File: config.mk
export PLATFORM = sky130hd
export DESIGN_NAME = mpbb_cfg
export DESIGN_NICKNAME = d
export VERILOG_FILES = /design/src/rtl/mpbb_pkg.sv /design/src/rtl/mpbb_cfg.sv
export SDC_FILE = /design/constraint.sdc
export NUM_CORES = 1
export LEC_CHECK = 0
export BUFFER_PORTS_ARGS = -buffer_cell sky130_fd_sc_hd__buf_2
export CAP_MARGIN = 20
export CORE_MARGIN = 5
export CORE_UTILIZATION = 49
export CTS_CLUSTER_DIAMETER = 120
export CTS_CLUSTER_SIZE = 10
export DETAILED_ROUTE_END_ITERATION = 8
export HOLD_SLACK_MARGIN = 0.12
export MAX_ROUTING_LAYER = met4
export PLACE_DENSITY = 0.81
export SLEW_MARGIN = 5
export SYNTH_ARGS = -nofsm -noshare
export SYNTH_HDL_FRONTEND = slang
export SYNTH_SLANG_ARGS = --single-unit
File: constraint.sdc
create_clock -name clk -period 1.1 [get_ports clk]
set_input_delay 0.22 -clock clk [delete_from_list [all_inputs] [get_ports clk]]
set_output_delay 0.22 -clock clk [all_outputs]
set_load 0.01 [all_outputs]
File: src/rtl/mpbb_pkg.sv
// mpbb_pkg: types, constants and helpers for the batch-blocked max pool block
// no dependencies
package mpbb_pkg;

	localparam int LANES_DEF = 24;
	localparam int MAX_FEATURES_DEF = 16;
	localparam int MAX_OUT_COLS_DEF = 64;
	localparam int OPEN_ROW_SLOTS_DEF = 4;
	localparam int MAX_WINDOW = 4;

	typedef enum logic [2:0] {
		REG_WINDOW_WIDTH  = 3'd0,
		REG_WINDOW_HEIGHT = 3'd1,
		REG_STRIDE_X      = 3'd2,
		REG_STRIDE_Y      = 3'd3,
		REG_FIRST_OUT_ROW = 3'd4,
		REG_FIRST_OUT_COL = 3'd5,
		REG_OUT_ROWS      = 3'd6,
		REG_OUT_COLS      = 3'd7
	} reg_idx_t;

	typedef struct packed {
		logic [7:0]  batch_group;
		logic [11:0] in_row;
		logic [11:0] in_col;
		logic [3:0]  feature_index;
		logic [4:0]  lane_index;
		logic [31:0] sample_value;
	} in_word_t;

	typedef struct packed {
		logic [7:0]  out_batch_group;
		logic [12:0] out_row;
		logic [12:0] out_col;
		logic [3:0]  out_feature;
		logic [4:0]  out_lane;
		logic [31:0] max_value;
	} out_word_t;

	typedef struct packed {
		logic [2:0]  ww;
		logic [2:0]  wh;
		logic [2:0]  sx;
		logic [2:0]  sy;
		logic [11:0] first_row;
		logic [11:0] first_col;
		logic [12:0] rows;
		logic [10:0] cols;
	} cfg_t;

	function automatic logic [2:0] clamp_dim(input logic [2:0] v);
		logic [2:0] r;
		r = v;
		if (v == 3'd0) r = 3'd1;
		else if (v > 3'd4) r = 3'd4;
		return r;
	endfunction

	// quotient by a stride of one to four; three by reciprocal multiply
	function automatic logic [11:0] div_small(input logic [11:0] v, input logic [2:0] d);
		logic [23:0] p;
		logic [11:0] q;
		p = 24'(v) * 24'd2731;
		q = v;
		unique case (d)
			3'd2: q = v >> 1;
			3'd3: q = 12'(p[23:13]);
			3'd4: q = v >> 2;
			default: q = v;
		endcase
		return q;
	endfunction

	function automatic logic is_nan(input logic [31:0] a);
		return a[30:0] > 31'h7f800000;
	endfunction

	function automatic logic [31:0] order_key(input logic [31:0] a);
		return a[31] ? ~a : (a | 32'h80000000);
	endfunction

	function automatic logic greater_bits(input logic [31:0] a, input logic [31:0] b);
		logic g;
		g = 1'b0;
		if (!is_nan(a) && !is_nan(b) && ((a[30:0] | b[30:0]) != 31'd0))
			g = order_key(a) > order_key(b);
		return g;
	endfunction

endpackage

File: src/rtl/mpbb_cfg.sv
// mpbb_cfg: configuration registers with clamping of window, stride and width
// depends on mpbb_pkg
module mpbb_cfg #(
	parameter int MAX_OUT_COLS = mpbb_pkg::MAX_OUT_COLS_DEF
) (
	input  logic              clk,
	input  logic              arst_n,
	input  logic              wr_en,
	input  logic [2:0]        wr_idx,
	input  logic [12:0]       wr_data,
	output mpbb_pkg::cfg_t    cfg
);
	import mpbb_pkg::*;

	logic [2:0]  ww_q, wh_q, sx_q, sy_q;
	logic [11:0] frow_q, fcol_q;
	logic [12:0] rows_q;
	logic [6:0]  cols_q;

	always_ff @(posedge clk or negedge arst_n) begin
		if (!arst_n) begin
			ww_q <= 3'd2; wh_q <= 3'd2; sx_q <= 3'd2; sy_q <= 3'd2;
			frow_q <= '0; fcol_q <= '0; rows_q <= 13'd1; cols_q <= 7'd1;
		end else if (wr_en) begin
			unique case (reg_idx_t'(wr_idx))
				REG_WINDOW_WIDTH:  ww_q <= wr_data[2:0];
				REG_WINDOW_HEIGHT: wh_q <= wr_data[2:0];
				REG_STRIDE_X:      sx_q <= wr_data[2:0];
				REG_STRIDE_Y:      sy_q <= wr_data[2:0];
				REG_FIRST_OUT_ROW: frow_q <= wr_data[11:0];
				REG_FIRST_OUT_COL: fcol_q <= wr_data[11:0];
				REG_OUT_ROWS:      rows_q <= wr_data;
				REG_OUT_COLS:      cols_q <= wr_data[6:0];
				default: ;
			endcase
		end
	end

	always_comb begin
		cfg.ww = clamp_dim(ww_q);
		cfg.wh = clamp_dim(wh_q);
		cfg.sx = clamp_dim(sx_q);
		cfg.sy = clamp_dim(sy_q);
		cfg.first_row = frow_q;
		cfg.first_col = fcol_q;
		cfg.rows = rows_q;
		cfg.cols = (32'(cols_q) > MAX_OUT_COLS) ? 11'(MAX_OUT_COLS) : 11'(cols_q);
	end
endmodule

**Word-level counts from Yosys, hierarchy flattened**

Cells that the tools add are included.

- Add/subtract/negate cells: 0
- Multiply operators: 0
- Divide/modulo/power cells: 0
- Order comparisons: 5
- Eq/ne operators: 7
- Shift operators: 0
- Muxes and demuxes: 9
- Bitwise gates (word level): 0
- Reduce and logical (&&, ||, !) cells: 13

Operators with widths:

| cell | number |
|---|---|
| $mux W3 | 8 |
| $reduce_and A2 Y1 | 8 |
| $logic_not A3 Y1 | 5 |
| $eq A3 B3 Y1 const B | 4 |
| $gt A3 B3 Y1 const B | 4 |
| $gt A7 B7 Y1 const B | 1 |
| $mux W7 | 1 |
| $eq A3 B2 Y1 const B | 2 |
| $eq A3 B1 Y1 const B | 1 |

- Bits in registers: 56
- Latch bits: 0
- RAM bits: 0
- Memory bits (read-only): 0
- Input bits: 19
- Output and inout bits: 60
- Logic and storage cells: 42
- Memories kept: 0

**Depth between registers and ports, before layout**

Gate-level depths: netlist of run 1.

- Word-level depth: 3
- Gate-level depth with buffers: 3

**Worst setup path before layout of run 1**

No wires, ideal clock.

- Path kind: in2reg
- Start: input port wr_idx[0]
- End: register frow_q[10]
- Setup time: 125 ps
- Arrival: 1019 ps
- Required time: 975 ps
- Slack: -44 ps
- Stages: 3
- Path buffers: 1
- Cell sequence: and4bb_2 -> buf_4 -> mux2_2

- Longest elaborated chain between the ends: 2

Ends and longest elaborated chain:

| item | RTL line | text |
|---|---|---|
| start: declaration | mpbb_cfg.sv:9 | `input logic [2:0] wr_idx,` |
| $eq A3 B3 Y1 | mpbb_cfg.sv:25 | `unique case (reg_idx_t'(wr_idx))` |
| $reduce_and A2 Y1 (no line) | -- |  |
| end signal: assignment | mpbb_cfg.sv:30 | `REG_FIRST_OUT_ROW: frow_q <= wr_data[11:0];` |
| end: declaration | mpbb_cfg.sv:16 | `logic [11:0] frow_q, fcol_q;` |

Every way passes these cells.
A chain may end at the register's enable or synchronous reset.

==> results of run 1 <==
## layer usage
metal | vias up | track usage, % | part of all wire [%] | routed length (µm)
met4 | 0 | 4.196 | 0.59 | 28
met5 | - | - | 0 | 0
li1 | 681 | - | - | -
met1 | 711 | 22.84 | 44 | 2093
met2 | 59 | 25.43 | 48 | 2255
met3 | 3 | 5.034 | 7.4 | 349
## cell families after synthesis
family / Yosys count
DFF: 56
AOI/OAI and AO/OA: 4
other: 1
buffers and inverters: 16
muxes: 56
and+or+nand+nor: 18
## metrics by stage
step | setup TNS [ps] | std cells | hold WS (ps) | worst slack [ps] | util, %
floorplan | -223.5 | 154 | -75.59 | -22.35 | -
global placement | -4950 | 273 | 59.88 | -183.1 | 62.39
detailed placement | -5421 | 273 | 61.69 | -207.9 | 62.39
CTS | -2794 | 283 | 135.0 | -247.9 | 65.01
global route | -3828 | 284 | 141.9 | -275.7 | 66.47
finish | -2571 | 284 | 148.8 | -219.7 | 66.47
## cell usage in the layout, fill, tap and decap left out
master,instances
a21oi_1,3
a21oi_2,1
and4bb_2,3
buf_12,5
buf_2,66
buf_4,1
buf_6,9
clkbuf_1,2
clkbuf_8,5
clkinv_2,1
conb_1,4
dfrtp_1,48
dfrtp_2,2
dfstp_2,6
dlygate4sd3_1,1
inv_1,4
mux2_2,56
nand4_1,1
nand4b_1,3
nor2b_1,8
nor2b_4,2
nor4b_2,1
## how the worst max path moves through the flow
stage,startpoint,end,slack (ps),cells after the start
final,sy_q[1],cfg[49],-220,2
after global placement,wr_idx[0],frow_q[3],-180,4
after CTS,sx_q[1],cfg[52],-250,2
after global routing,wh_q[1],cfg[55],-280,2
after detailed placement,wr_idx[0],frow_q[4],-210,4
after floorplan,wr_idx[0],frow_q[10],-20,3
## power by group
part           internal, W  switching (W)
registers          0.00255       0.000281
clock network     0.000448       0.000600
logic             0.000871       0.000695
total              0.00387        0.00158
## area by class of cell
cell class | count | area [µm²] | area share [%]
clock buffers | 7 | 76.32 | 2.584
clock inverters | 1 | 5.005 | 0.1694
inverters | 4 | 15.01 | 0.5083
multi-input cells | 82 | 832.0 | 28.17
flip-flops and latches | 56 | 1411 | 47.78
well taps | 52 | 65.06 | 2.202
repair buffers | 82 | 549.3 | 18.59
## sequential cells by signal (all words and copies together), names as in the netlist
signal	flops
rows_q	13
fcol_q	12
frow_q	12
cols_q	7
sx_q	3
sy_q	3
wh_q	3
ww_q	3
## repair_timing
action,CTS,global route
endpoints found under the setup margin,19,33
setup buffers,1,1
hold buffers,1,0
gates resized for setup,4,12
cloned,0,0
endpoints found under the hold margin,51,0
==> reports/qor.txt, run 1 <==
status: finished, violations left
failing checks: setup timing
total power: 0.005445 W
Period Utilization, post-route: 120.0%
Synth Area in Adders: 0%
Final Cell Area: 2954 µm²
max_cap viols: 0
Max stage delay on crit path: 560 ps
antenna cells: 0
antenna-violating nets left: 0
reg-to-reg slack, setup: 140 ps
syn avg cell area: 15.18 µm²
layout cell share with drive strength beyond 1: 68.10%
H-tree lvl count: 2
initial antenna violation count: 0
Rows: 24
maximum VDD drop: 0.001102 V
worst clock skew: 0 ps
Critical Path Source Type: flop
top cell type's share of synthesized area: 54.59%
first-pass GRT wire length: 7879 µm
CP Data Arrival Time: 1100 ps
number of buffers and inverters on the critical path: 1
Placer Congestion: 0.7461
fin. max-slew vios: 0
unrepaired setup endpoints after global routing: true
FMAX: 757.7 MHz
clock sink count: 56
Initial DRC Count: 67
GRT Total Usage: 16.96%
asr flop ratio synth: 100.0%
sequential fraction of the synthesis area: 61.46%
crit path time final: 1320 ps
DR WL/cell: 16.64 µm
synthesized flop and latch total: 56
Final HPWL DP: 3405 µm
mux cell area share after synthesis: 27.51%
Via Count: 1454
Worst Path Max Fanout: 3
slowest stage cell on the critical path: dfstp_2
die area: 6146 µm²
number of enable flip-flop cells after synthesis: 0
min-delay src: wr_data[12]
GRT overflow: 0
FF-to-FF path depth: 2
DRC violations left: 0
Cell variety after synth: 14
CP Data Required Time: 880 ps
dominant cell by count in the synthesized netlist: mux2_2
fin worst setup slack: -219.7 ps
placed cell area: 2773 µm²
vias in the first global route: 1568
Hold Path Depth: 2
clock root buffer: clkbuf_8
yosys warns: 0
Die Width: 78.40 µm
critical path class: reg -> out
Buffers on Ports: 74
Leakage: 1.416 nW
DRT Pass-1 Iters: 4
Synth top cells by count: 56 x mux2_2, 50 x dfrtp_1, 10 x nor2b_1, 6 x dfstp_2
Worst-path clk slew: 90 ps
worst path cell trace: nor2b_1 > buf_2
RR Endpoint: ww_q[2]
ranking of synthesized cells by area: dfrtp_1 55%, mux2_2 28%, dfstp_2 6.9%
largest area contributor in the netlist: dfrtp_1
Core Region: 4444 µm²
Clock Tree Buf Depth: 2
simple-gate area share of the yosys netlist: 6.441%
vias per cell: 5.120
Final Hold Fails: 0
delay-heaviest family, CP: flip-flops
largest net degree at the start of global routing: 52
Num CTS Buffers: 5
# setup viols final: 18
largest family of logic cells by synthesized area: multiplexers
Worst-Skew Late Latency: 300 ps
Total Wirelength: 4726 µm
xor/xnor share of the synthesized area: 0%
hold-critical path endpoint: rows_q[12]
Die H: 78.40 µm
Compound-Gate Fraction of Synth Area: 0.8734%
Synth Instances: 151
Hold Crit Class: in -> reg
PD cells: 1843 nW/µm²
Final nets: 250
CTS tree: yes
Layout Area Growth over Synthesis: 28.88%
initial cell density of the core: 51.58%
critical path capture point type: primary output
reg-to-reg startpoint: ww_q[2]
synthesized area: 2292 µm²
number of top-level pins: 79
top_reg_cell synth: dfrtp_1
Filler cells: 334
Note: power is estimated with default switching activity, not from simulation.
==> run 2: changes to the inputs <==
--- a/config.mk
+++ b/config.mk
@@ -15,6 +15,8 @@
 export HOLD_SLACK_MARGIN = 0.12
 export MAX_ROUTING_LAYER = met4
 export PLACE_DENSITY = 0.81
+export SETUP_SLACK_MARGIN = 0.2
+export SKIP_LAST_GASP = 1
 export SLEW_MARGIN = 5
 export SYNTH_ARGS = -nofsm -noshare
 export SYNTH_HDL_FRONTEND = slang
==> constraint.sdc (replaced) <==
create_clock -name clk -period 1.4 [get_ports clk]
set_input_delay 0.28 -clock clk [delete_from_list [all_inputs] [get_ports clk]]
set_output_delay 0.28 -clock clk [all_outputs]
set_load 0.01 [all_outputs]
==> run 2 against run 1 <==
Net effect: sequential power decreased by 22%; flip-flop and latch count unchanged; setup slack improved by 230 ps; sequential share of layout area increased by 0.41 points; core utilization decreased by 0.62 points; largest power group unchanged; the flow now finishes without violations.
==> reports/qor.txt, run 2 (synthesis gave the netlist of run 1 again) <==
Final nets: 249
largest register by flop count: rows_q
crit path time final: 1394 ps
Leakage: 1.406 nW
GRT overflow: 0
Finished Core Util: 65.85%
Worst Path Max Fanout: 3
DRC violations left: 0
clock sink count: 56
Num CTS Buffers: 5
first-pass GRT wire length: 7824 µm
Rows: 24
Core Region: 4444 µm²
commonest non-fill, non-tap cells in the layout: 71 x buf_2, 56 x mux2_2, 49 x dfrtp_1
layout cell share with drive strength beyond 1: 68.40%
antenna cells: 0
GRT Total Usage: 16.73%
unrepaired setup endpoints after global routing: true
initial antenna violation count: 0
number of top-level pins: 79
Worst-path clk slew: 90 ps
Final Hold Fails: 0
DR WL/cell: 16.46 µm
Period Utilization, post-route: 99.55%
Critical Path Source Type: flop
Hold Crit Class: in -> reg
Post-Layout Cell Count: 283
clock root buffer: clkbuf_8
Total Wirelength: 4658 µm
vias per cell: 5.141
maximum VDD drop: 0.0007842 V
worst clock skew: 0 ps
Via Count: 1455
# setup viols final: 0
die area: 6146 µm²
status: finished, final reports clean
CTS tree: yes
placed cell area: 2773 µm²
most common cell after layout, fill and taps aside: buf_2
Filler cells: 329
DRT Pass-1 Iters: 2
PD cells: 1458 nW/µm²
Die H: 78.40 µm
vias in the first global route: 1587
max reg flops: 13
Buffers on Ports: 74
CP Data Required Time: 1120 ps
Layout Area Growth over Synthesis: 27.67%
max_cap viols: 0
Worst-Skew Late Latency: 290 ps
critical path capture point type: primary output
Clock Tree Buf Depth: 2
Final Cell Area: 2927 µm²
Placer Congestion: 0.7720
largest net degree at the start of global routing: 56
FMAX: 717.5 MHz
placed cells: 273
H-tree lvl count: 2
Final HPWL DP: 3316 µm
biggest regs: rows_q x13, fcol_q x12, frow_q x12
CP Data Arrival Time: 1110 ps
fin. max-slew vios: 0
Initial DRC Count: 39
critical path class: reg -> out
initial cell density of the core: 51.58%
antenna-violating nets left: 0
Die Width: 78.40 µm
-- run 2: cell count changes in the layout (fill, tap and decap cells not counted), sizes merged --
| cell | delta |
|---|---|
| clkbuf | +1 |
| buf | -1 |
| clkinv | -1 |
-- run 2: what timing repair did --
item,in CTS,in global routing
hold buffers,1,0
pin swaps,0,0
buffers inserted,0,1
setup endpoints to repair,16,17
hold endpoints to repair,50,0
gates resized for setup,3,6
-- run 2: area by class of cell --
class,instances,area (µm²),share of cell area (%)
inverter,4,15.01,0.5130
sequential,56,1410,48.18
multi-input combinational,82,839.6,28.69
clock buffer,8,90.09,3.078
timing repair buffer,81,506.7,17.32
tap,52,65.06,2.223
-- run 2: final timing paths --
check / end / from / depth (start not counted) / slack [ps]
min reg2reg: cols_q[5] / cols_q[5] / 1 / 510
max in group asynchronous: cols_q[0] / arst_n / 3 / 580
max: cfg[52] / sx_q[1] / 2 / 6
max reg2reg: ww_q[2] / ww_q[2] / 2 / 470
min: rows_q[12] / wr_data[12] / 2 / 210
min in group asynchronous: wh_q[0] / arst_n / 2 / 290
-- run 2: worst max-delay path, cell delays in order (launching register included) --
cell     delay [ps]
dfstp_2         560
nor2b_4         130
buf_2           120
-- run 2: report_power, final --
group | total (W) | internal (W) | switching [W]
clock network | 0.000868 | 0.000404 | 0.000464
logic | 0.00118 | 0.000641 | 0.000539
registers | 0.00222 | 0.00200 | 0.000218
total | 0.00427 | 0.00305 | 0.00122
-- run 2: routing by layer --
metal	wire length, µm	GRT usage, %	share of wire [%]	vias up
met5	0	-	0	-
met4	44	5.245	0.94	0
met3	353	4.577	7.6	6
met2	2146	25.86	46	62
met1	2114	21.63	45	712
li1	-	-	-	675
-- run 2: stage by stage --
stage	setup slack (ps)	hold WS, ps	TNS, ps	total power (W)
6_report	6.284	211.2	0	0.004268
5_1_grt	-53.17	210.7	-175.8	0.004548
4_1_cts	10.29	199.5	0	0.004272
3_5_place_dp	11.75	82.25	0	0.003373
3_3_place_gp	56.77	79.25	0	0.003328
2_1_floorplan	217.7	-15.59	0	0.002830
